## src/rtl/gtg_pkg.sv

```systemverilog
// shared types and constants of the go-to-goal steering pipeline
package gtg_pkg;

	localparam int XW            = 34;
	localparam int ZW            = 24;
	localparam int DW            = 20;
	localparam int EW            = 18;
	localparam int PRE_SHIFT     = 14;
	localparam int ATAN_ENTRIES  = 24;
	localparam int MAX_STAGES    = 24;

	localparam logic signed [ZW-1:0] HALF_PI_U20   = ZW'(1647099);
	localparam logic [29:0]          INV_GAIN_Q30  = 30'd652032874;
	localparam logic [DW-1:0]        DIST_MIN_Q10  = DW'(102);
	localparam logic [EW-1:0]        ANGLE_MAX_Q12 = EW'(819);
	localparam logic [EW-1:0]        OUT15_MAX     = EW'(32767);

	localparam logic [19:0] ATAN_U20 [ATAN_ENTRIES] = '{
		20'd823550, 20'd486170, 20'd256879, 20'd130396, 20'd65451, 20'd32757,
		20'd16383,  20'd8192,   20'd4096,   20'd2048,   20'd1024,  20'd512,
		20'd256,    20'd128,    20'd64,     20'd32,     20'd16,    20'd8,
		20'd4,      20'd2,      20'd1,      20'd0,      20'd0,     20'd0
	};

	typedef enum logic [1:0] {
		REG_TARGET_X    = 2'd0,
		REG_TARGET_Y    = 2'd1,
		REG_GAIN        = 2'd2,
		REG_SPEED_LIMIT = 2'd3
	} reg_idx_t;

	typedef struct packed {
		logic signed [15:0] target_x;
		logic signed [15:0] target_y;
		logic [11:0]        gain;
		logic [14:0]        speed_limit;
	} cfg_t;

	typedef struct packed {
		logic signed [XW-1:0] x;
		logic signed [XW-1:0] y;
		logic signed [ZW-1:0] z;
		logic signed [15:0]   hd;
	} vec_t;

	typedef struct packed {
		logic [14:0] forward_speed;
		logic [14:0] turn_rate;
	} cmd_t;

endpackage

```

## src/rtl/gtg_front.sv

```systemverilog
// difference to target and quadrant pre-rotation stage
module gtg_front (
	input  logic              clk,
	input  logic              arst_n,
	input  gtg_pkg::cfg_t     cfg,
	input  logic              in_valid,
	output logic              in_ready,
	input  logic signed [15:0] pos_x,
	input  logic signed [15:0] pos_y,
	input  logic signed [15:0] heading,
	output logic              out_valid,
	input  logic              out_ready,
	output gtg_pkg::vec_t     out_vec
);

	logic signed [16:0]          dx, dy;
	logic signed [gtg_pkg::XW-1:0] xe, ye;
	gtg_pkg::vec_t               nxt;
	gtg_pkg::vec_t               vec_s1;
	logic                        vld_s1;

	assign dx = {cfg.target_x[15], cfg.target_x} - {pos_x[15], pos_x};
	assign dy = {cfg.target_y[15], cfg.target_y} - {pos_y[15], pos_y};
	assign xe = {{(gtg_pkg::XW-17-gtg_pkg::PRE_SHIFT){dx[16]}}, dx,
		{gtg_pkg::PRE_SHIFT{1'b0}}};
	assign ye = {{(gtg_pkg::XW-17-gtg_pkg::PRE_SHIFT){dy[16]}}, dy,
		{gtg_pkg::PRE_SHIFT{1'b0}}};

	always_comb begin
		nxt.hd = heading;
		nxt.x  = xe;
		nxt.y  = ye;
		nxt.z  = '0;
		if (xe[gtg_pkg::XW-1]) begin
			if (!ye[gtg_pkg::XW-1]) begin
				nxt.x = ye;
				nxt.y = -xe;
				nxt.z = gtg_pkg::HALF_PI_U20;
			end else begin
				nxt.x = -ye;
				nxt.y = xe;
				nxt.z = -gtg_pkg::HALF_PI_U20;
			end
		end
	end

	assign in_ready = ~vld_s1 | out_ready;

	always_ff @(posedge clk or negedge arst_n) begin
		if (!arst_n) begin
			vld_s1 <= 1'b0;
		end else if (in_ready) begin
			vld_s1 <= in_valid;
		end
	end

	always_ff @(posedge clk) begin
		if (in_ready && in_valid) begin
			vec_s1 <= nxt;
		end
	end

	assign out_valid = vld_s1;
	assign out_vec   = vec_s1;

endmodule

```

## config.mk

```make
export PLATFORM = sky130hd
export DESIGN_NAME = gtg_front
export DESIGN_NICKNAME = d
export VERILOG_FILES = /design/src/rtl/gtg_pkg.sv /design/src/rtl/gtg_front.sv
export SDC_FILE = /design/constraint.sdc
export NUM_CORES = 1
export LEC_CHECK = 0
export BUFFER_PORTS_ARGS = -buffer_cell sky130_fd_sc_hd__buf_2
export CELL_PAD_IN_SITES_DETAIL_PLACEMENT = 0
export CELL_PAD_IN_SITES_GLOBAL_PLACEMENT = 1
export CORE_MARGIN = 2
export CORE_UTILIZATION = 30
export CTS_BUF_LIST = sky130_fd_sc_hd__clkbuf_8 sky130_fd_sc_hd__clkbuf_16
export CTS_CLUSTER_DIAMETER = 30
export CTS_CLUSTER_SIZE = 25
export DETAILED_ROUTE_END_ITERATION = 7
export GPL_ROUTABILITY_DRIVEN = 1
export PLACE_DENSITY = 0.81
export SLEW_MARGIN = 20
export SYNTH_ARGS = -nofsm -noshare
export SYNTH_HDL_FRONTEND = slang
export SYNTH_SLANG_ARGS = --single-unit
```

## constraint.sdc

```tcl
create_clock -name clk -period 3.6 [get_ports clk]
set_clock_uncertainty 0.2 [all_clocks]
set_input_delay 0.18 -clock clk [delete_from_list [all_inputs] [get_ports clk]]
set_output_delay 0.18 -clock clk [all_outputs]
set_load 0.02 [all_outputs]
```

Word level (Yosys, flattened, before mapping) --
Cells that the tools add are included. Widths: inputs -> output; s select.
Storage, ports and cells: bits of input ports 111, bits in registers 109
Operators by class: add/subtract/negate cells 4, bitwise operators 3, reductions and logical operators 3, muxes and demuxes 2
Operators with widths (number):
- $mux 88 | 2
- $neg 31->34 | 2
- $sub 16x16->17 | 2
- $not 1->1 | 2
- $reduce_and 2->1 | 1
- $reduce_or 2->1 | 1
- $logic_and 1x1->1 | 1
- $or 1x1->1 | 1

Longest topological paths before layout --
depth after elaboration 4, depth in mapped cells 15

Worst setup path after synthesis --
No wires, ideal clock.
path kind input -> register, start in cfg[27] (netlist name), end reg vec_s1, in the netlist out_vec[103] (data pin), arrival 3.049 ns, slack 0.093 ns, path buffers 0, stages 13, cells stage by stage inv_1 > ha_1 > inv_1 > fa_1 > a211o_1 > a21o_1 > a21oi_2 > xnor2_1 > or4_1 > or4_4 > o41ai_2 > xor2_1 > a21oi_1
RTL lines:
- start: declaration | RTL line gtg_front.sv:5 | input gtg_pkg::cfg_t cfg,
- end signal: assignment | RTL line gtg_front.sv:59 | vec_s1 <= nxt;
- end: declaration | RTL line gtg_front.sv:19 | gtg_pkg::vec_t vec_s1;

==> flow_metrics.env <==
export IMPL_outcome="completed"
export IMPL_post_route_drc_count=0
export IMPL_vias=4299
export IMPL_syn_area_per_cell_um2=9.23
export IMPL_synth_distinct_cells=56
export IMPL_fmax_mhz=297
export IMPL_critPathKind="in -> reg"
export IMPL_postCtsSetupBuffers=0
export IMPL_drt_initial_drc_count=235
export IMPL_grt_pass1_wl_um=19600
export IMPL_finalSetupViolCount=0
export IMPL_post_synth_top_count_cell="edfxtp_1"
export IMPL_start_util=0.303
export IMPL_grt_pass1_vias=3996
export IMPL_cts_buffer_depth=2
export IMPL_rsz0062_at_grt="no"
export IMPL_gp_congestion=0.906
export IMPL_syn_to_final_growth_pct=29.5
export IMPL_worst_pin_slew_ps=747
export IMPL_start_kind="primary input"
export IMPL_maxCapViolations=0
export IMPL_drt_wirelength_per_cell_um=13.1
export IMPL_syn_inst=538
export IMPL_clockRootBuffer="clkbuf_16"
export IMPL_period_needed_ps=3370
export IMPL_rows=47
export IMPL_register_area_um2=1800
export IMPL_n_antenna_cell=0
export IMPL_async_reset_ff_frac=0.0167
export IMPL_setup_tns_final_ps=0
export IMPL_nNetsFinal=874
export IMPL_multi_input_comb_area_um2=2680
export IMPL_syn_area_um2=4970
export IMPL_synthTopCellsByArea="edfxtp_1, ha_1, buf_4"
export IMPL_ys_seq_area_frac=0.362
export IMPL_antenna_left=0
export IMPL_h_tree_depth=3
export IMPL_place_hpwl_um=10200
export IMPL_synth_edf_count=59
export IMPL_yosys_area_top_type_share=0.357
export IMPL_vdd_ir_drop_max_mv=0.199
export IMPL_drt_first_pass_iters=4
export IMPL_yosysWarnings=0
export IMPL_cts_sinks=60
export IMPL_hp_class="in -> reg"
export IMPL_finalHoldViolations=0
export IMPL_finalPower_mw=2.83
export IMPL_drv_slew=0
export IMPL_wirelength_um=12500
export IMPL_pwr_density_cell_nw_per_um2=440
export IMPL_die_w_um=133
export IMPL_drive_gt1_frac=0.298
export IMPL_cts_buffers=9
export IMPL_synthTopCellsByCount="edfxtp_1, buf_4, inv_1, a21oi_1, nand2_1"
export IMPL_io_pins=221
export IMPL_cts_clk_slew_worst_paths_ps=50
export IMPL_critPathRequiredTime_ps=3470
export IMPL_cts_tree="done"
export IMPL_core_area_um2=16400
export IMPL_io_buffers=165
export IMPL_vias_per_cell=4.52
export IMPL_finalCritPeriodShare=0.935
export IMPL_die_y_um=133
export IMPL_dieArea_um2=17600
export IMPL_max_slew_margin_rel=0.502
export IMPL_worst_path_max_fanout=4
export IMPL_insertion_delay_ps=320
export IMPL_grt_max_degree=60
export IMPL_cp_arrival_ps=3240
export IMPL_antenna_found_initial=0
export IMPL_synth_flop_cell="edfxtp_1"
export IMPL_cp_end_kind="flop"
export IMPL_n_fill_cell=1622
export IMPL_synth_area_leader_cell="edfxtp_1"
export IMPL_grt_overflow=0
export IMPL_track_usage=0.139
export IMPL_ys_ff_latch=60
export IMPL_p_leak_nw=2.96
-- worst paths after layout --
path	endpoint	depth (start not counted)	slack, ps	startpoint
min	out_vec[54]$_DFFE_PP_	3	240	pos_x[0]
min in group asynchronous	out_valid$_DFFE_PN0N_	3	510	arst_n
max	out_vec[103]$_DFFE_PP_	14	230	cfg[27]
max in group asynchronous	out_valid$_DFFE_PN0N_	3	2590	arst_n
min reg2reg	out_valid$_DFFE_PN0N_	3	860	out_valid$_DFFE_PN0N_
max reg2reg	out_vec[12]$_DFFE_PP_	3	1800	out_valid$_DFFE_PN0N_
-- metrics by stage --
step           hold slack [ps]   util  setup WS (ps)  cells  area, µm²
2_1_floorplan             -316      -           93.0    568       5080
3_5_place_dp              -244  0.362           -112    916       5940
4_1_cts                    225  0.392            235    952       6430
3_3_place_gp              -241  0.362          -57.7    916       5940
5_1_grt                    253  0.392           7.92    952       6430
6_report                   240  0.392            234    952       6430
-- layer usage --
| layer | global-route usage | part of all wire | up-vias |
|---|---|---|---|
| met5 | 0 | 0 | - |
| li1 | - | - | 2225 |
| met1 | 0.182 | 0.46 | 1914 |
| met2 | 0.233 | 0.46 | 150 |
| met3 | 0.0307 | 0.065 | 10 |
| met4 | 0.0364 | 0.012 | 0 |
-- report_power, final --
group          internal (mW)  switching [mW]
Clock                  0.525           0.283
Combinational          0.435           0.684
Sequential             0.880          0.0198
Total                   1.84           0.987
-- flip-flops by register name (all words and copies together) (netlist names) --
register	flops
out_valid	1
out_vec	59
-- cell families (layout without fill, tap and decap cells) --
family / Yosys count / after routing / synth area share
mux: 6 / 6 / 0.0121
xor+xnor: 53 / 53 / 0.0935
fa+ha+maj: 36 / 36 / 0.0937
other cells: 1 / 31 / 0.000755
flops: 60 / 60 / 0.362
compound gates: 135 / 135 / 0.176
buf+inv: 107 / 271 / 0.122
simple gates: 140 / 140 / 0.139
-- cell usage in the layout, fill, tap and decap left out, types with 4 or more instances in the layout --
master,netlist,final
ha_1,34,34
xnor2_1,28,28
a21oi_1,40,40
o2111ai_1,4,4
conb_1,1,31
buf_4,49,27
nor3_1,15,15
dlygate4sd3_1,0,20
nand2_1,36,36
buf_2,0,165
o21ai_0,31,31
mux2i_1,6,6
a21o_1,9,9
nand2b_1,7,7
and2_1,8,7
clkbuf_16,0,9
o31ai_1,7,7
xor2_1,25,25
nand3_1,13,13
inv_1,42,44
edfxtp_1,59,59
nor2b_1,5,5
o21a_1,4,4
nor2_1,31,31
a211oi_1,8,8
or3_1,9,9
-- repair_timing --
| action | 4_1_cts | 5_1_grt |
|---|---|---|
| hold buffers | 20 | 0 |
| gates resized for setup | 0 | 0 |
| hold endpoints to repair | 18 | 0 |
-- worst max-delay path, cell delays in order --
cell and delay [ps]:
buf_2 90, inv_1 40, ha_1 160, inv_1 60
fa_1 400, a211o_1 320, a21o_1 180, a21oi_2 140
xnor2_1 90, or4_1 550, or4_4 540, o41ai_2 250
xor2_1 170, a21oi_1 80
-- final cells by class --
class / count / area share
Inverter: 43 / 0.0251
Timing Repair Buffer: 212 / 0.191
Sequential cell: 60 / 0.279
Clock buffer: 9 / 0.0350
Multi-Input combinational cell: 401 / 0.417
Tap cell: 220 / 0.0428
Clock inverter: 7 / 0.00934
Power figures use the tool's default switching activity.
