File: config.mk
export PLATFORM = sky130hd
export DESIGN_NAME = gtg_cordic
export DESIGN_NICKNAME = d
export VERILOG_FILES = /design/src/rtl/gtg_pkg.sv /design/src/rtl/gtg_cordic.sv
export SDC_FILE = /design/constraint.sdc
export NUM_CORES = 2
export LEC_CHECK = 0
export ABC_AREA = 0
export BUFFER_PORTS_ARGS = -buffer_cell sky130_fd_sc_hd__buf_4
export CORE_ASPECT_RATIO = 0.7
export CORE_MARGIN = 2
export CORE_UTILIZATION = 44
export CTS_CLUSTER_DIAMETER = 80
export DETAILED_ROUTE_END_ITERATION = 6
export MAX_ROUTING_LAYER = met4
export PLACE_DENSITY_LB_ADDON = 0.12
export SKIP_LAST_GASP = 1
export SLEW_MARGIN = 20
export SYNTH_ARGS = -nofsm -noshare
export SYNTH_HDL_FRONTEND = slang
export SYNTH_SLANG_ARGS = --single-unit
File: constraint.sdc
create_clock -name clk -period 8.95 [get_ports clk]
set_input_delay 1.3425 -clock clk [delete_from_list [all_inputs] [get_ports clk]]
set_output_delay 1.3425 -clock clk [all_outputs]
set_load 0.05 [all_outputs]
File: src/rtl/gtg_pkg.sv
// shared types and constants of the go-to-goal steering pipeline
package gtg_pkg;

	localparam int XW            = 34;
	localparam int ZW            = 24;
	localparam int DW            = 20;
	localparam int EW            = 18;
	localparam int PRE_SHIFT     = 14;
	localparam int ATAN_ENTRIES  = 24;
	localparam int MAX_STAGES    = 24;

	localparam logic signed [ZW-1:0] HALF_PI_U20   = ZW'(1647099);
	localparam logic [29:0]          INV_GAIN_Q30  = 30'd652032874;
	localparam logic [DW-1:0]        DIST_MIN_Q10  = DW'(102);
	localparam logic [EW-1:0]        ANGLE_MAX_Q12 = EW'(819);
	localparam logic [EW-1:0]        OUT15_MAX     = EW'(32767);

	localparam logic [19:0] ATAN_U20 [ATAN_ENTRIES] = '{
		20'd823550, 20'd486170, 20'd256879, 20'd130396, 20'd65451, 20'd32757,
		20'd16383,  20'd8192,   20'd4096,   20'd2048,   20'd1024,  20'd512,
		20'd256,    20'd128,    20'd64,     20'd32,     20'd16,    20'd8,
		20'd4,      20'd2,      20'd1,      20'd0,      20'd0,     20'd0
	};

	typedef enum logic [1:0] {
		REG_TARGET_X    = 2'd0,
		REG_TARGET_Y    = 2'd1,
		REG_GAIN        = 2'd2,
		REG_SPEED_LIMIT = 2'd3
	} reg_idx_t;

	typedef struct packed {
		logic signed [15:0] target_x;
		logic signed [15:0] target_y;
		logic [11:0]        gain;
		logic [14:0]        speed_limit;
	} cfg_t;

	typedef struct packed {
		logic signed [XW-1:0] x;
		logic signed [XW-1:0] y;
		logic signed [ZW-1:0] z;
		logic signed [15:0]   hd;
	} vec_t;

	typedef struct packed {
		logic [14:0] forward_speed;
		logic [14:0] turn_rate;
	} cmd_t;

endpackage

File: src/rtl/gtg_cordic.sv
// vectoring cordic, one micro-rotation per pipeline stage
module gtg_cordic #(
	parameter int STAGES = 16
) (
	input  logic          clk,
	input  logic          arst_n,
	input  logic          in_valid,
	output logic          in_ready,
	input  gtg_pkg::vec_t in_vec,
	output logic          out_valid,
	input  logic          out_ready,
	output gtg_pkg::vec_t out_vec
);

	gtg_pkg::vec_t vin   [STAGES];
	logic          vin_v [STAGES];
	gtg_pkg::vec_t vec_s [STAGES];
	logic          vld_s [STAGES];
	logic          rdy   [STAGES];

	genvar i;
	generate
		for (i = 0; i < STAGES; i++) begin : g_stage
			gtg_pkg::vec_t             nxt;
			logic signed [gtg_pkg::XW-1:0] xs, ys;
			logic signed [gtg_pkg::ZW-1:0] ang;

			if (i == 0) begin : g_first
				assign vin[i]   = in_vec;
				assign vin_v[i] = in_valid;
			end else begin : g_next
				assign vin[i]   = vec_s[i-1];
				assign vin_v[i] = vld_s[i-1];
			end

			if (i == STAGES - 1) begin : g_last
				assign rdy[i] = ~vld_s[i] | out_ready;
			end else begin : g_mid
				assign rdy[i] = ~vld_s[i] | rdy[i+1];
			end

			assign xs  = vin[i].x >>> i;
			assign ys  = vin[i].y >>> i;
			assign ang = gtg_pkg::ZW'(gtg_pkg::ATAN_U20[i]);

			always_comb begin
				nxt.hd = vin[i].hd;
				if (!vin[i].y[gtg_pkg::XW-1] && (vin[i].y != '0)) begin
					nxt.x = vin[i].x + ys;
					nxt.y = vin[i].y - xs;
					nxt.z = vin[i].z + ang;
				end else begin
					nxt.x = vin[i].x - ys;
					nxt.y = vin[i].y + xs;
					nxt.z = vin[i].z - ang;
				end
			end

			always_ff @(posedge clk or negedge arst_n) begin
				if (!arst_n) begin
					vld_s[i] <= 1'b0;
				end else if (rdy[i]) begin
					vld_s[i] <= vin_v[i];
				end
			end

			always_ff @(posedge clk) begin
				if (rdy[i] && vin_v[i]) begin
					vec_s[i] <= nxt;
				end
			end
		end
	endgenerate

	assign in_ready  = rdy[0];
	assign out_valid = vld_s[STAGES-1];
	assign out_vec   = vec_s[STAGES-1];

endmodule

# Word level (Yosys, flattened, before mapping)
# Memories as Yosys holds them, arrays and structs flattened.
# Index checks and enable logic that the tools add are counted.
# W data, S select, Z words.
[classes] addsub=95 multipliers=0 n_div=0 n_lt_le_gt_ge=0 n_eq_ne=0 shift=0 mux=48 bitwise_logic=32 reduce_logical=64
[op_table] op="$mux W92" count=16
[op_table] op="$reduce_bool A34 Y1" count=16
[op_table] op="$add A34 B19 Y34" count=2
[op_table] op="$add A34 B20 Y34" count=2
[op_table] op="$add A34 B21 Y34" count=2
[op_table] op="$add A34 B22 Y34" count=2
[op_table] op="$add A34 B23 Y34" count=2
[op_table] op="$add A34 B24 Y34" count=2
[op_table] op="$add A34 B25 Y34" count=2
[op_table] op="$add A34 B26 Y34" count=2
[op_table] op="$add A34 B27 Y34" count=2
[op_table] op="$add A34 B28 Y34" count=2
[op_table] op="$add A34 B29 Y34" count=2
[op_table] op="$add A34 B30 Y34" count=2
[op_table] op="$add A34 B31 Y34" count=2
[op_table] op="$add A34 B32 Y34" count=2
[op_table] op="$add A34 B33 Y34" count=2
[op_table] op="$sub A34 B19 Y34" count=2
[op_table] op="$sub A34 B20 Y34" count=2
[op_table] op="$sub A34 B21 Y34" count=2
[op_table] op="$sub A34 B22 Y34" count=2
[op_table] op="$sub A34 B23 Y34" count=2
[op_table] op="$sub A34 B24 Y34" count=2
[op_table] op="$sub A34 B25 Y34" count=2
[op_table] op="45 further kinds" count=163
[totals] ff_bits=16 latch_bits=0 ram_bits=1728 rom_bits=0 input_bits=112 output_inout_bits=110 mem_count=1
[mem_list] name="vec_s" words=16 word_bits=108 rd=16 rd_clocked_by_memory_dff=0 write_ports=16 line="gtg_cordic.sv:17" rtl="gtg_pkg::vec_t vec_s [STAGES];"

# Longest topological paths before layout
[depth] depth_word=20 ltp_mapped=28

# Worst setup path after synthesis
# OpenSTA, ideal clock, no wires.
[synth_path] path_type="input -> register" start="input port out_ready" end="memory vec_s[0][324] (netlist bit), enable pin" setup_ns=0.639 t_arrival_ns=7.325 path_slack_ns=0.986 cell_stages=7 path_buffers=0 path_cell_list="nor2b_1 > nand3_1 > nor2_1 > nand2_1 > nor2_1 > and2_1 > a31oi_1"
[synth_rtl] element="start: declaration" line="gtg_cordic.sv:11" rtl="input logic out_ready,"
[synth_rtl] element="end: declaration" line="gtg_cordic.sv:17"

==> impl_metrics.py <==
metrics = {
    "placed_design": {
        "gp_congestion": 0.9348,
        "dp.final_hpwl_um": 325100,
        "dpl-instance-area_um2": 139500,
        "numPortBuffers": 221,
    },
    "cells_and_area": {
        "final_nets": 15223,
        "drive_gt1_share_pct": 5.748,
        "nFillCells": 27876,
        "final-seq-area_um2": 52260,
        "stdcell_area_um2": 146000,
        "multi_input_area_um2": 77400,
        "area_delta_synth_final_pct": 9.522,
    },
    "synthesis": {
        "synth_top_area_share_pct": 38.90,
        "synth_async_sr_flop_share_pct": 0.9180,
        "synth_seq_cells": 1743,
        "synth_top_area_cell": "edfxtp_1",
        "synth_most_common_cell": "edfxtp_1",
        "avgSynthCellArea_um2": 9.941,
        "yosysSeqAreaShare_pct": 39.20,
        "synth_edf_count": 1727,
        "synth_area_um2": 133300,
        "synth-warning-count": 0,
        "synth.distinct_cells": 96,
        "ys.flop_type": "edfxtp_1",
        "synth_common_cells": "edfxtp_1 (1727), ha_1 (1387), xnor2_1 (1255)",
        "synth_area_leaders": "edfxtp_1 (39%), ha_1 (13%), xnor2_1 (8.2%)",
        "netlist_instances": 13410,
    },
    "floorplan": {
        "fp.dieH_um": 464.5,
        "row_count": 169,
        "die-width_um": 661.9,
        "dieArea_um2": 307500,
        "start_util_pct": 44.12,
        "design.core.area_um2": 302200,
        "ioPinCount": 222,
    },
    "clocking": {
        "cts_root_buf": "clkbuf_16",
        "post_cts_buffers": 0,
        "clkLatencyLatePin_ns": 0.94,
        "ctsHoldBuffers": 0,
        "cts_buffers": 200,
        "htreeDepth": 4,
        "cts_tree": "built",
        "clkSinkCount": 1743,
        "clockBufferDepth": 4,
        "clk_pin_slew_ns": 0.06,
        "cts_resized": 0,
    },
    "timing": {
        "grt_setup_unrepaired": "false",
        "final.setup_skew_ns": 0.1236,
        "slew_violations": 0,
        "max_freq_mhz": 124.0,
        "tns_ns": 0,
        "relSlewSlack_pct": 6.235,
        "finalHoldViolCount": 0,
        "period_needed_ns": 8.065,
        "setup_viol": 0,
        "whs_ns": 0.2657,
        "worst_pin_slew_ns": 1.395,
        "period_share_pct": 90.11,
    },
    "grt": {
        "top_usage_layer": "met1",
        "grtUsageTotal_pct": 26.28,
        "grt_pass1_wl_um": 610900,
        "grtUsageMet2_pct": 32.81,
        "use_met3_pct": 4.617,
        "grt_pass1_vias": 98133,
        "antenna_found_initial": 15,
        "use_met1_pct": 43.47,
        "grt_max_degree": 101,
        "grt.overflow.total": 0,
    },
    "routing": {
        "dr.pass1.iters": 6,
        "dr_total_vias": 105185,
        "wl_per_cell_um": 22.49,
        "drt_wl_total_um": 401600,
        "vias_per_cell": 5.890,
        "drtIter0Drc": 10451,
        "antenna_left": 0,
        "route.detailed.drc": 0,
    },
    "worst_setup_path": {
        "required_ns": 9.56,
        "crit_slowest_cell": "o21ai_0",
        "crit_path_max_fanout": 15,
        "worstPathArrival_ns": 8.67,
        "r2r-end": "vec_s[0][505]",
        "reg2regPathDepth": 25,
        "reg2reg_slack_ns": 0.89,
        "max_stage_delay_ns": 0.59,
        "worstReg2RegStart": "vec_s[0][373]",
        "path_class": "flop to flop",
        "crit_path_end_kind": "flop",
        "start_kind": "flop",
    },
    "status": {
        "outcome": "finished clean",
    },
    "flow_run": {
        "max-cap-violations": 0,
    },
    "min_path": {
        "hp-class": "input pin to async pin",
    },
}
## worst max path at each step
stage,startpoint,to,slack (ns),cells past startpoint
global placement,vec_s[0][162],vec_s[0][322],1.16,21
global route,vec_s[0][373],vec_s[0][505],0.35,25
detailed placement,vec_s[0][810],vec_s[1][105],1.22,21
finish,vec_s[0][373],vec_s[0][505],0.89,25
CTS,vec_s[0][810],vec_s[1][105],1.17,21
floorplan,out_ready,vec_s[0][324],0.99,7
## worst max-delay path: cells and delay by family (launching register included)
kind                       cells  cell delay (ns)
AOI/OAI and AO/OA              9             3.11
xor gates and xnor gates       2             0.19
adders and majority gates      1             0.29
buffers and inverters          3             0.84
DFF                            1             0.48
and+or+nand+nor               10             2.81
## kinds of logic (layout without fill, tap and decap cells)
family	count (synthesis)	in the layout	synth area share, %
buffers and inverters	942	1309	3.014
other	1	64	0.002813
muxes	51	51	0.3914
and+or+nand+nor	3460	3460	12.69
xor gates and xnor gates	1860	1860	12.22
DFF	1743	1743	39.20
adders and majority gates	1436	1436	13.75
AOI/OAI and AO/OA	3917	3917	18.72
## layer usage
layer | routed length (µm) | up-vias | part of all wire (%)
met2 | 146400 | 3555 | 36
li1 | - | 50217 | -
met3 | 33340 | 330 | 8.3
met1 | 217000 | 51083 | 54
met4 | 4829 | 0 | 1.2
met5 | 0 | - | 0
## registers in the layout, indices dropped and copies added (netlist names)
register / flops
out_valid: 1
vec_s: 1727
vin_v: 15
## final cells by class
cell class                      count  area share [%]
Antenna cell                        8         0.01371
Tap cell                         4018           3.443
Timing Repair Buffer              313           1.635
Clock buffer                      227           3.541
Sequential cell                  1743           35.79
Clock inverter                    132          0.9204
Inverter                          637           1.639
Multi-Input combinational cell  10780           53.01
## cell usage in the layout (no fill, tap or decap), drive strengths merged, types with 62 or more instances in the layout
cell type,Yosys,final
clkinv,4,94
inv,633,639
edfxtp,1727,1727
and2,64,64
a31oi,98,98
xnor2,1255,1255
a21o,504,504
nor4,109,109
nand4,69,69
clkbuf,141,227
nor3,341,341
nand2,739,739
o31ai,197,197
nor2,1002,1002
a211oi,124,124
o21a,247,247
or4,72,72
nor2b,198,198
nand3,228,228
o41ai,87,87
o21ai,758,758
a21boi,62,62
a21oi,1254,1254
or3,144,144
and3,100,100
buf,164,313
xor2,605,605
o21bai,152,152
ha,1387,1387
nand2b,241,241
## stage by stage
stage	worst slack [ns]	util, %	cells
6_report	0.8853	48.32	17858
5_1_grt	0.3483	48.31	17855
4_1_cts	1.169	48.31	17850
3_5_place_dp	1.216	46.15	17491
3_3_place_gp	1.163	46.14	17491
2_1_floorplan	0.9858	-	13465
Power is left out: the tool's default activity adds up to more than one toggle a clock period on the data nets, which glitch-free logic cannot reach.
