[src/rtl/gtg_pkg.sv]
// shared types and constants of the go-to-goal steering pipeline
package gtg_pkg;

	localparam int XW            = 34;
	localparam int ZW            = 24;
	localparam int DW            = 20;
	localparam int EW            = 18;
	localparam int PRE_SHIFT     = 14;
	localparam int ATAN_ENTRIES  = 24;
	localparam int MAX_STAGES    = 24;

	localparam logic signed [ZW-1:0] HALF_PI_U20   = ZW'(1647099);
	localparam logic [29:0]          INV_GAIN_Q30  = 30'd652032874;
	localparam logic [DW-1:0]        DIST_MIN_Q10  = DW'(102);
	localparam logic [EW-1:0]        ANGLE_MAX_Q12 = EW'(819);
	localparam logic [EW-1:0]        OUT15_MAX     = EW'(32767);

	localparam logic [19:0] ATAN_U20 [ATAN_ENTRIES] = '{
		20'd823550, 20'd486170, 20'd256879, 20'd130396, 20'd65451, 20'd32757,
		20'd16383,  20'd8192,   20'd4096,   20'd2048,   20'd1024,  20'd512,
		20'd256,    20'd128,    20'd64,     20'd32,     20'd16,    20'd8,
		20'd4,      20'd2,      20'd1,      20'd0,      20'd0,     20'd0
	};

	typedef enum logic [1:0] {
		REG_TARGET_X    = 2'd0,
		REG_TARGET_Y    = 2'd1,
		REG_GAIN        = 2'd2,
		REG_SPEED_LIMIT = 2'd3
	} reg_idx_t;

	typedef struct packed {
		logic signed [15:0] target_x;
		logic signed [15:0] target_y;
		logic [11:0]        gain;
		logic [14:0]        speed_limit;
	} cfg_t;

	typedef struct packed {
		logic signed [XW-1:0] x;
		logic signed [XW-1:0] y;
		logic signed [ZW-1:0] z;
		logic signed [15:0]   hd;
	} vec_t;

	typedef struct packed {
		logic [14:0] forward_speed;
		logic [14:0] turn_rate;
	} cmd_t;

endpackage

[src/rtl/gtg_post.sv]
// distance scaling, heading error and command selection stages
module gtg_post (
	input  logic          clk,
	input  logic          arst_n,
	input  gtg_pkg::cfg_t cfg,
	input  logic          in_valid,
	output logic          in_ready,
	input  gtg_pkg::vec_t in_vec,
	output logic          out_valid,
	input  logic          out_ready,
	output gtg_pkg::cmd_t out_cmd
);

	localparam int XU = gtg_pkg::XW - 1;
	localparam int LW = 17;
	localparam int HW = XU - LW;

	logic en1, en2, en3, en4;
	logic vld_s1, vld_s2, vld_s3, vld_s4;

	// stage 1: clamp, split product, heading error
	logic [XU-1:0]              xc;
	logic [LW+29:0]             plo;
	logic [HW+29:0]             phi;
	logic signed [gtg_pkg::ZW:0] err;
	logic [gtg_pkg::ZW:0]       eabs;
	logic [gtg_pkg::ZW+1:0]     eround;
	logic [LW+29:0]             plo_s1;
	logic [HW+29:0]             phi_s1;
	logic [gtg_pkg::EW-1:0]     eabs_s1;

	assign xc   = in_vec.x[gtg_pkg::XW-1] ? '0 : in_vec.x[XU-1:0];
	assign plo  = (LW+30)'(xc[LW-1:0]) * (LW+30)'(gtg_pkg::INV_GAIN_Q30);
	assign phi  = (HW+30)'(xc[XU-1:LW]) * (HW+30)'(gtg_pkg::INV_GAIN_Q30);
	assign err  = {in_vec.z[gtg_pkg::ZW-1], in_vec.z}
		- {in_vec.hd[15], in_vec.hd, 8'h00};
	assign eabs = err[gtg_pkg::ZW] ? -err : err;
	assign eround = {1'b0, eabs} + (gtg_pkg::ZW+2)'(128);

	// stage 2: sum of partial products
	logic [63:0]            psum;
	logic [gtg_pkg::DW-1:0] dist_s2;
	logic [gtg_pkg::EW-1:0] eabs_s2;

	assign psum = ({(64-HW-30-LW)'(0), phi_s1, {LW{1'b0}}})
		+ 64'(plo_s1) + (64'd1 << 43);

	// stage 3: speed product and decisions
	logic [31:0]  prod_s3;
	logic         near_s3, turn_s3;
	logic [14:0]  tval_s3;

	// stage 4: rounding, limit and selection
	logic [32:0]  sround;
	logic [24:0]  spd;
	logic [14:0]  spd_lim;
	gtg_pkg::cmd_t cmd_nxt;
	gtg_pkg::cmd_t cmd_s4;

	assign sround  = {1'b0, prod_s3} + 33'd128;
	assign spd     = sround[32:8];
	assign spd_lim = (spd > 25'(cfg.speed_limit)) ? cfg.speed_limit : spd[14:0];

	always_comb begin
		cmd_nxt = '0;
		if (near_s3) begin
			if (turn_s3) begin
				cmd_nxt.turn_rate = tval_s3;
			end else begin
				cmd_nxt.forward_speed = spd_lim;
			end
		end
	end

	assign en4 = ~vld_s4 | out_ready;
	assign en3 = ~vld_s3 | en4;
	assign en2 = ~vld_s2 | en3;
	assign en1 = ~vld_s1 | en2;
	assign in_ready = en1;

	always_ff @(posedge clk or negedge arst_n) begin
		if (!arst_n) begin
			vld_s1 <= 1'b0;
			vld_s2 <= 1'b0;
			vld_s3 <= 1'b0;
			vld_s4 <= 1'b0;
		end else begin
			if (en1) vld_s1 <= in_valid;
			if (en2) vld_s2 <= vld_s1;
			if (en3) vld_s3 <= vld_s2;
			if (en4) vld_s4 <= vld_s3;
		end
	end

	always_ff @(posedge clk) begin
		if (en1 && in_valid) begin
			plo_s1  <= plo;
			phi_s1  <= phi;
			eabs_s1 <= eround[gtg_pkg::ZW+1:8];
		end
		if (en2 && vld_s1) begin
			dist_s2 <= psum[63:44];
			eabs_s2 <= eabs_s1;
		end
		if (en3 && vld_s2) begin
			prod_s3 <= 32'(cfg.gain) * 32'(dist_s2);
			near_s3 <= dist_s2 > gtg_pkg::DIST_MIN_Q10;
			turn_s3 <= eabs_s2 > gtg_pkg::ANGLE_MAX_Q12;
			tval_s3 <= (eabs_s2 > gtg_pkg::OUT15_MAX) ? 15'h7FFF : eabs_s2[14:0];
		end
		if (en4 && vld_s3) begin
			cmd_s4 <= cmd_nxt;
		end
	end

	assign out_valid = vld_s4;
	assign out_cmd   = cmd_s4;

endmodule

[config.mk]
export PLATFORM = sky130hd
export DESIGN_NAME = gtg_post
export DESIGN_NICKNAME = d
export VERILOG_FILES = /design/src/rtl/gtg_pkg.sv /design/src/rtl/gtg_post.sv
export SDC_FILE = /design/constraint.sdc
export NUM_CORES = 2
export LEC_CHECK = 0
export ABC_CLOCK_PERIOD_IN_PS = 6670
export BUFFER_PORTS_ARGS = -buffer_cell sky130_fd_sc_hd__buf_2
export CAP_MARGIN = 40
export CORE_AREA = 2 2 235 237
export DETAILED_ROUTE_END_ITERATION = 10
export DIE_AREA = 0 0 237 239
export PLACE_DENSITY = 0.81
export REMOVE_ABC_BUFFERS = 1
export SYNTH_ARGS = -nofsm -noshare
export SYNTH_HDL_FRONTEND = slang
export SYNTH_SLANG_ARGS = --single-unit
[constraint.sdc]
create_clock -name clk -period 6.67 [get_ports clk]
set_clock_uncertainty 0.15 [all_clocks]
set_input_delay 1.0005 -clock clk [delete_from_list [all_inputs] [get_ports clk]]
set_output_delay 1.0005 -clock clk [all_outputs]
set_load 0.005 [all_outputs]
* Word level (Yosys, flattened, before mapping) *
Cells that the tools add are included.

storage, ports and cells
  register bits after elaboration = 230
  bits of input ports = 171
  output and inout port bits = 32
  word-level logic and storage cells = 46

operators by class
  $add $sub $neg = 6
  $mul = 3
  $lt $le $gt $ge = 4
  mux-type cells = 3
  bitwise gates (word level) = 9
  reductions and logical operators = 6

operator list
  kind                                                                     number
  63-bit by 47-bit adder with 64-bit output                                1
  64-bit by 44-bit adder with 64-bit output (second input constant)        1
  17-bit by 29-bit multiplier with 46-bit output (second input constant)   1
  16-bit by 29-bit multiplier with 45-bit output (second input constant)   1
  32-bit by 8-bit adder with 33-bit output (second input constant)         1
  33-bit two-way mux                                                       1
  12-bit by 20-bit multiplier with 32-bit output                           1
  25-bit by 8-bit adder with 26-bit output (second input constant)         1
  25-bit by 15-bit > comparator with 1-bit output                          1
  25-bit two-way mux                                                       1
  25-bit negation                                                          1
  24-bit by 24-bit subtractor with 25-bit output                           1
  20-bit by 7-bit > comparator with 1-bit output (second input constant)   1
  18-bit by 10-bit > comparator with 1-bit output (second input constant)  1
  18-bit by 15-bit > comparator with 1-bit output (second input constant)  1
  15-bit two-way mux                                                       1
  1-bit inverter                                                           5
  1-bit logical AND                                                        4
  1-bit OR                                                                 4
  2-bit AND reduction                                                      1
  2-bit OR reduction                                                       1

* Longest topological paths before layout *
  depth in word-level cells = 6
  depth in mapped cells = 28
  mapped depth without buffers = 25

* Worst setup path before layout *
No wires, ideal clock.

  path kind = input-to-reg
  start = input port in_vec[107] in the netlist's numbering
  end = register phi_s1[45], data pin
  arrival = 7.631 ns
  setup slack = -1.371 ns
  stages = 25
  path buffers = 3
  cell sequence = buf_4 clkbuf_1 clkbuf_1 nor2b_1 fa_1 fa_1 inv_1 fa_1 inv_1 fa_1 fa_1 inv_1 fa_1 inv_1 ha_1 and3_1 and2_1 a221oi_1 o211ai_1 a211oi_2 o21ai_1 o41a_1 a221o_1 a21oi_1 xnor2_1

on the way
  longest elaborated chain between the ends = 2

ends and longest elaborated chain
  item                                            line            text
  start: declaration                              gtg_post.sv:8   input gtg_pkg::vec_t in_vec,
  33-bit two-way mux                              gtg_post.sv:32  assign xc = in_vec.x[gtg_pkg::XW-1] ? '0 : in_vec.x[XU-1:0];
  16-bit by 29-bit multiplier with 45-bit output  gtg_post.sv:34  assign phi = (HW+30)'(xc[XU-1:LW]) * (HW+30)'(gtg_pkg::INV_GAIN_Q30);
  via phi[45]                                     gtg_post.sv:24  logic [HW+29:0] phi;
  end signal: assignment                          gtg_post.sv:98  phi_s1 <= phi;
  end: declaration                                gtg_post.sv:29  logic [HW+29:0] phi_s1;

The timed path passes the listed nets, and every way through them passes these cells.
A chain may end at the register's enable or synchronous reset.

* Worst setup path after layout *
  start = input port in_vec[107] in the netlist's numbering
  end = register plo_s1[45], data pin

on the way
  longest elaborated chain between the ends = 2

ends and longest elaborated chain
  item                                            line            text
  33-bit two-way mux                              gtg_post.sv:32
  17-bit by 29-bit multiplier with 46-bit output  gtg_post.sv:33  assign plo = (LW+30)'(xc[LW-1:0]) * (LW+30)'(gtg_pkg::INV_GAIN_Q30);
  via plo[45]                                     gtg_post.sv:23  logic [LW+29:0] plo;
  end signal: assignment                          gtg_post.sv:97  plo_s1 <= plo;
  end: declaration                                gtg_post.sv:28  logic [LW+29:0] plo_s1;

The timed path passes the listed nets, and every way through them passes these cells.

==> reports/results.tsv <==
stage	metric	value	unit
status	status	complete, but fails checks	
status	violations	negative setup slack	
setup_path	slowest_stage	fa_2	
placed_design	gp_congestion	1.01	
setup_path	critPathMostFrequentCell	fa_1	
setup_path	cpLargestDelayFamily	adder cells	
synthesis	synth_top_area_cell	fa_1	
synthesis	synthArstFlopShare	1.94	%
clock_tree	cts_sinks	206	
timing	setup_viol	25	
timing	fin_crit_sh	105	%
placed_design	place_hpwl	74.1	mm
timing	drv_slew	0	
global_route	grt_pass1_wl	147	mm
setup_path	crit_required	6.85	ns
floorplanning	dieHeight	239	µm
clock_tree	cts_buffers	23	
routing	vias_per_cell	5.73	
floorplanning	core-area	0.0543	mm²
finish	syn2layout_area_growth	22.8	%
placed_design	portBuffers	136	
routing	vias	27498	
run	drv_cap	0	
routing	post_drt_wl_per_cell	20.6	µm
floorplanning	die_x	237	µm
setup_path	endpoint	plo_s1[45]	
synthesis	ys_warn_count	0	
synthesis	synth_seq_cells	206	
routing	wirelength	98.8	mm
worst_hold_path	holdCritPathClass	input pin to asynchronous set/reset pin	
setup_path	r2r_setup_slack	0.41	ns
clock_tree	path_clk_slew	0.07	ns
synthesis	synthesis.area	0.0344	mm²
global_route	grt_max_degree	66	
global_route	track_usage	33.3	%
timing	timing.fmax	0.143	GHz
setup_path	cp.arrival	7.19	ns
synthesis	ys.flop_type	edfxtp_1	
timing	slew_headroom	44.2	%
synthesis	yosys.area.top_type_share	31.9	%
clock_tree	cts-root-buf	clkbuf_16	
clock_tree	cts_hold_buffers	0	
floorplanning	row_count	86	
routing	drt_iter0_drc	2059	
floorplanning	start_util	63.3	%
setup_path	r2r_end	prod_s3[28]	
setup_path	end_kind	flop	
global_route	grt_pass1_vias	28889	
synthesis	yosysUniqueCellTypes	91	
finish	fin_util	77.7	%
global_route	grt_overflow	0	
synthesis	syn_area_per_cell	10.0	µm²
setup_path	worst_setup_path_start_kind	input pin	
finish	fillers	3273	
setup_path	worstSetupPathType	input pin to flop	
floorplanning	die_area	0.0566	mm²
routing	drc	0	
finish	layoutNonFillerInstCount	4797	
setup_path	cp.buffers_inverters	9	
global_route	antenna_found_initial	0	
synthesis	netlist_instances	3442	
timing	period_minus_slack	7.01	ns
routing	route.antenna.remaining_nets	0	
setup_path	cp.depth	25	
synthesis	synthTopCellsByArea	fa_1 (32%), edfxtp_1 (18%), ha_1 (17%), inv_1 (9.1%), xnor2_1 (2.9%)	
clock_tree	h-tree-depth	1	
placed_design	pre_cts_slack	-1.26	ns
synthesis	synth-edff-count	202	
synthesis	synthTopCellsByCount	inv_1 (833), fa_1 (549), ha_1 (462)	
finish	drive_above_1_share	25.1	%
setup_path	cp_max_fo	7	
synthesis	seq_area_frac_synth	17.9	%
timing	layout_setup_ws	-0.340	ns
clock_tree	clk_path_buf_depth	3	
setup_path	crit_start	in_vec[107]	
timing	rsz0062_at_grt	yes	
timing	worst_pin_slew	0.837	ns
setup_path	r2r-start	dist_s2[4]	
placed_design	placed_cells	4690	
routing	first_pass_iters	5	
setup_path	rr_worst_depth	21	
floorplanning	ios	203	
clock_tree	clk_latency	0.59	ns
clock_tree	cts_tree	built	
timing	hold_violations	0	
finish	fin_nets	5259	
setup_path	critical-path-max-stage-delay	0.64	ns
synthesis	yosysMostFrequentCell	inv_1	
finish	antenna_cells	0	
==> how the worst min path moves through the flow <==
stage | start | to | slack, ns | cells after the start
after global placement | eabs_s1[2] | eabs_s2[2] | 0.25 | 0
after floorplan | eabs_s1[0] | eabs_s2[0] | 0.25 | 0
final | arst_n | vld_s3 | 0.07 | 1
after detailed placement | eabs_s1[0] | eabs_s2[0] | 0.26 | 0
after CTS | arst_n | out_valid | 0.07 | 1
after global routing | arst_n | out_valid | 0.08 | 1
==> registers in the layout, summed over array words and instances, names as in the netlist <==
name and count:
near_s3 1, vld_s1 1, vld_s2 1, out_cmd 30
out_valid 1, eabs_s1 18, prod_s3 25, turn_s3 1
plo_s1 29, dist_s2 20, vld_s3 1, phi_s1 45
eabs_s2 18, tval_s3 15
==> cell type report <==
class	count	area, µm²	share of cell area [%]
clock buffers	28	594	1.41
repair buffers	690	5110	12.1
clock inverters	13	145	0.344
inverters	833	3150	7.46
well taps	704	881	2.09
multi-input cells	2323	26200	62.0
flip-flops and latches	206	6170	14.6
==> what timing repair did <==
item / CTS / global route
cloned: 2 / 0
pin swaps: 67 / 173
setup buffers: 32 / 45
setup endpoints to repair: 38 / 35
gates resized for setup: 148 / 212
==> routing by layer <==
metal | vias up | global-route usage (%) | wire, µm
met5 | - | 0 | 0
met4 | 0 | 14.4 | 5710
met3 | 388 | 5.06 | 7560
met2 | 1301 | 59.2 | 49700
met1 | 13585 | 40.4 | 35800
li1 | 12224 | - | -
==> cells in the final DEF, fill, tap and decap left out, drive strengths merged, types with 5 or more instances in the layout <==
cell	netlist	layout
o21a	19	19
o211ai	15	15
or2	13	13
nand4b	6	6
a311oi	6	6
o22ai	9	9
nor2b	43	43
ha	462	462
xor2	59	59
inv	833	836
nor2	107	107
clkinv	0	6
o21bai	8	8
edfxtp	202	202
and2	102	102
nor3	44	44
xnor2	112	112
nor3b	17	17
a211oi	15	15
a21o	56	56
o21ai	59	59
or3	12	12
o2111ai	5	5
nor4	7	7
and3	32	32
a21oi	119	119
a31o	5	5
fa	549	549
buf	7	690
a221oi	6	6
nand2b	57	57
nand4	32	32
a31oi	7	7
nand2	231	231
nand3	44	44
clkbuf	73	28
==> per-stage QoR <==
stage | setup TNS (ns) | area, µm² | hold WS [ns]
after CTS | -1.36 | 41100 | 0.0685
after global placement | -35.89 | 39300 | 0.255
final | -4.97 | 42200 | 0.0733
after detailed placement | -39.85 | 39400 | 0.259
after floorplan | -6.58 | 34100 | 0.250
after global routing | -7.52 | 42200 | 0.0835
==> logic make-up (layout without fill, tap and decap cells) <==
group                    after synthesis  in the layout  synth area share [%]
AND/OR/NAND/NOR                      763            763                  11.5
other                                  1              1                0.0109
adder cells (fa/ha/maj)             1011           1011                  48.7
AO/OA/AOI/OAI                        371            371                  7.27
buffers and inverters                913           1564                  10.0
XOR/XNOR                             171            171                  4.35
multiplexers                           6              6                 0.182
flip-flops                           206            206                  17.9
Power is not shown: default switching activity piles up to over one toggle a cycle in this logic, so the estimate is an artifact.
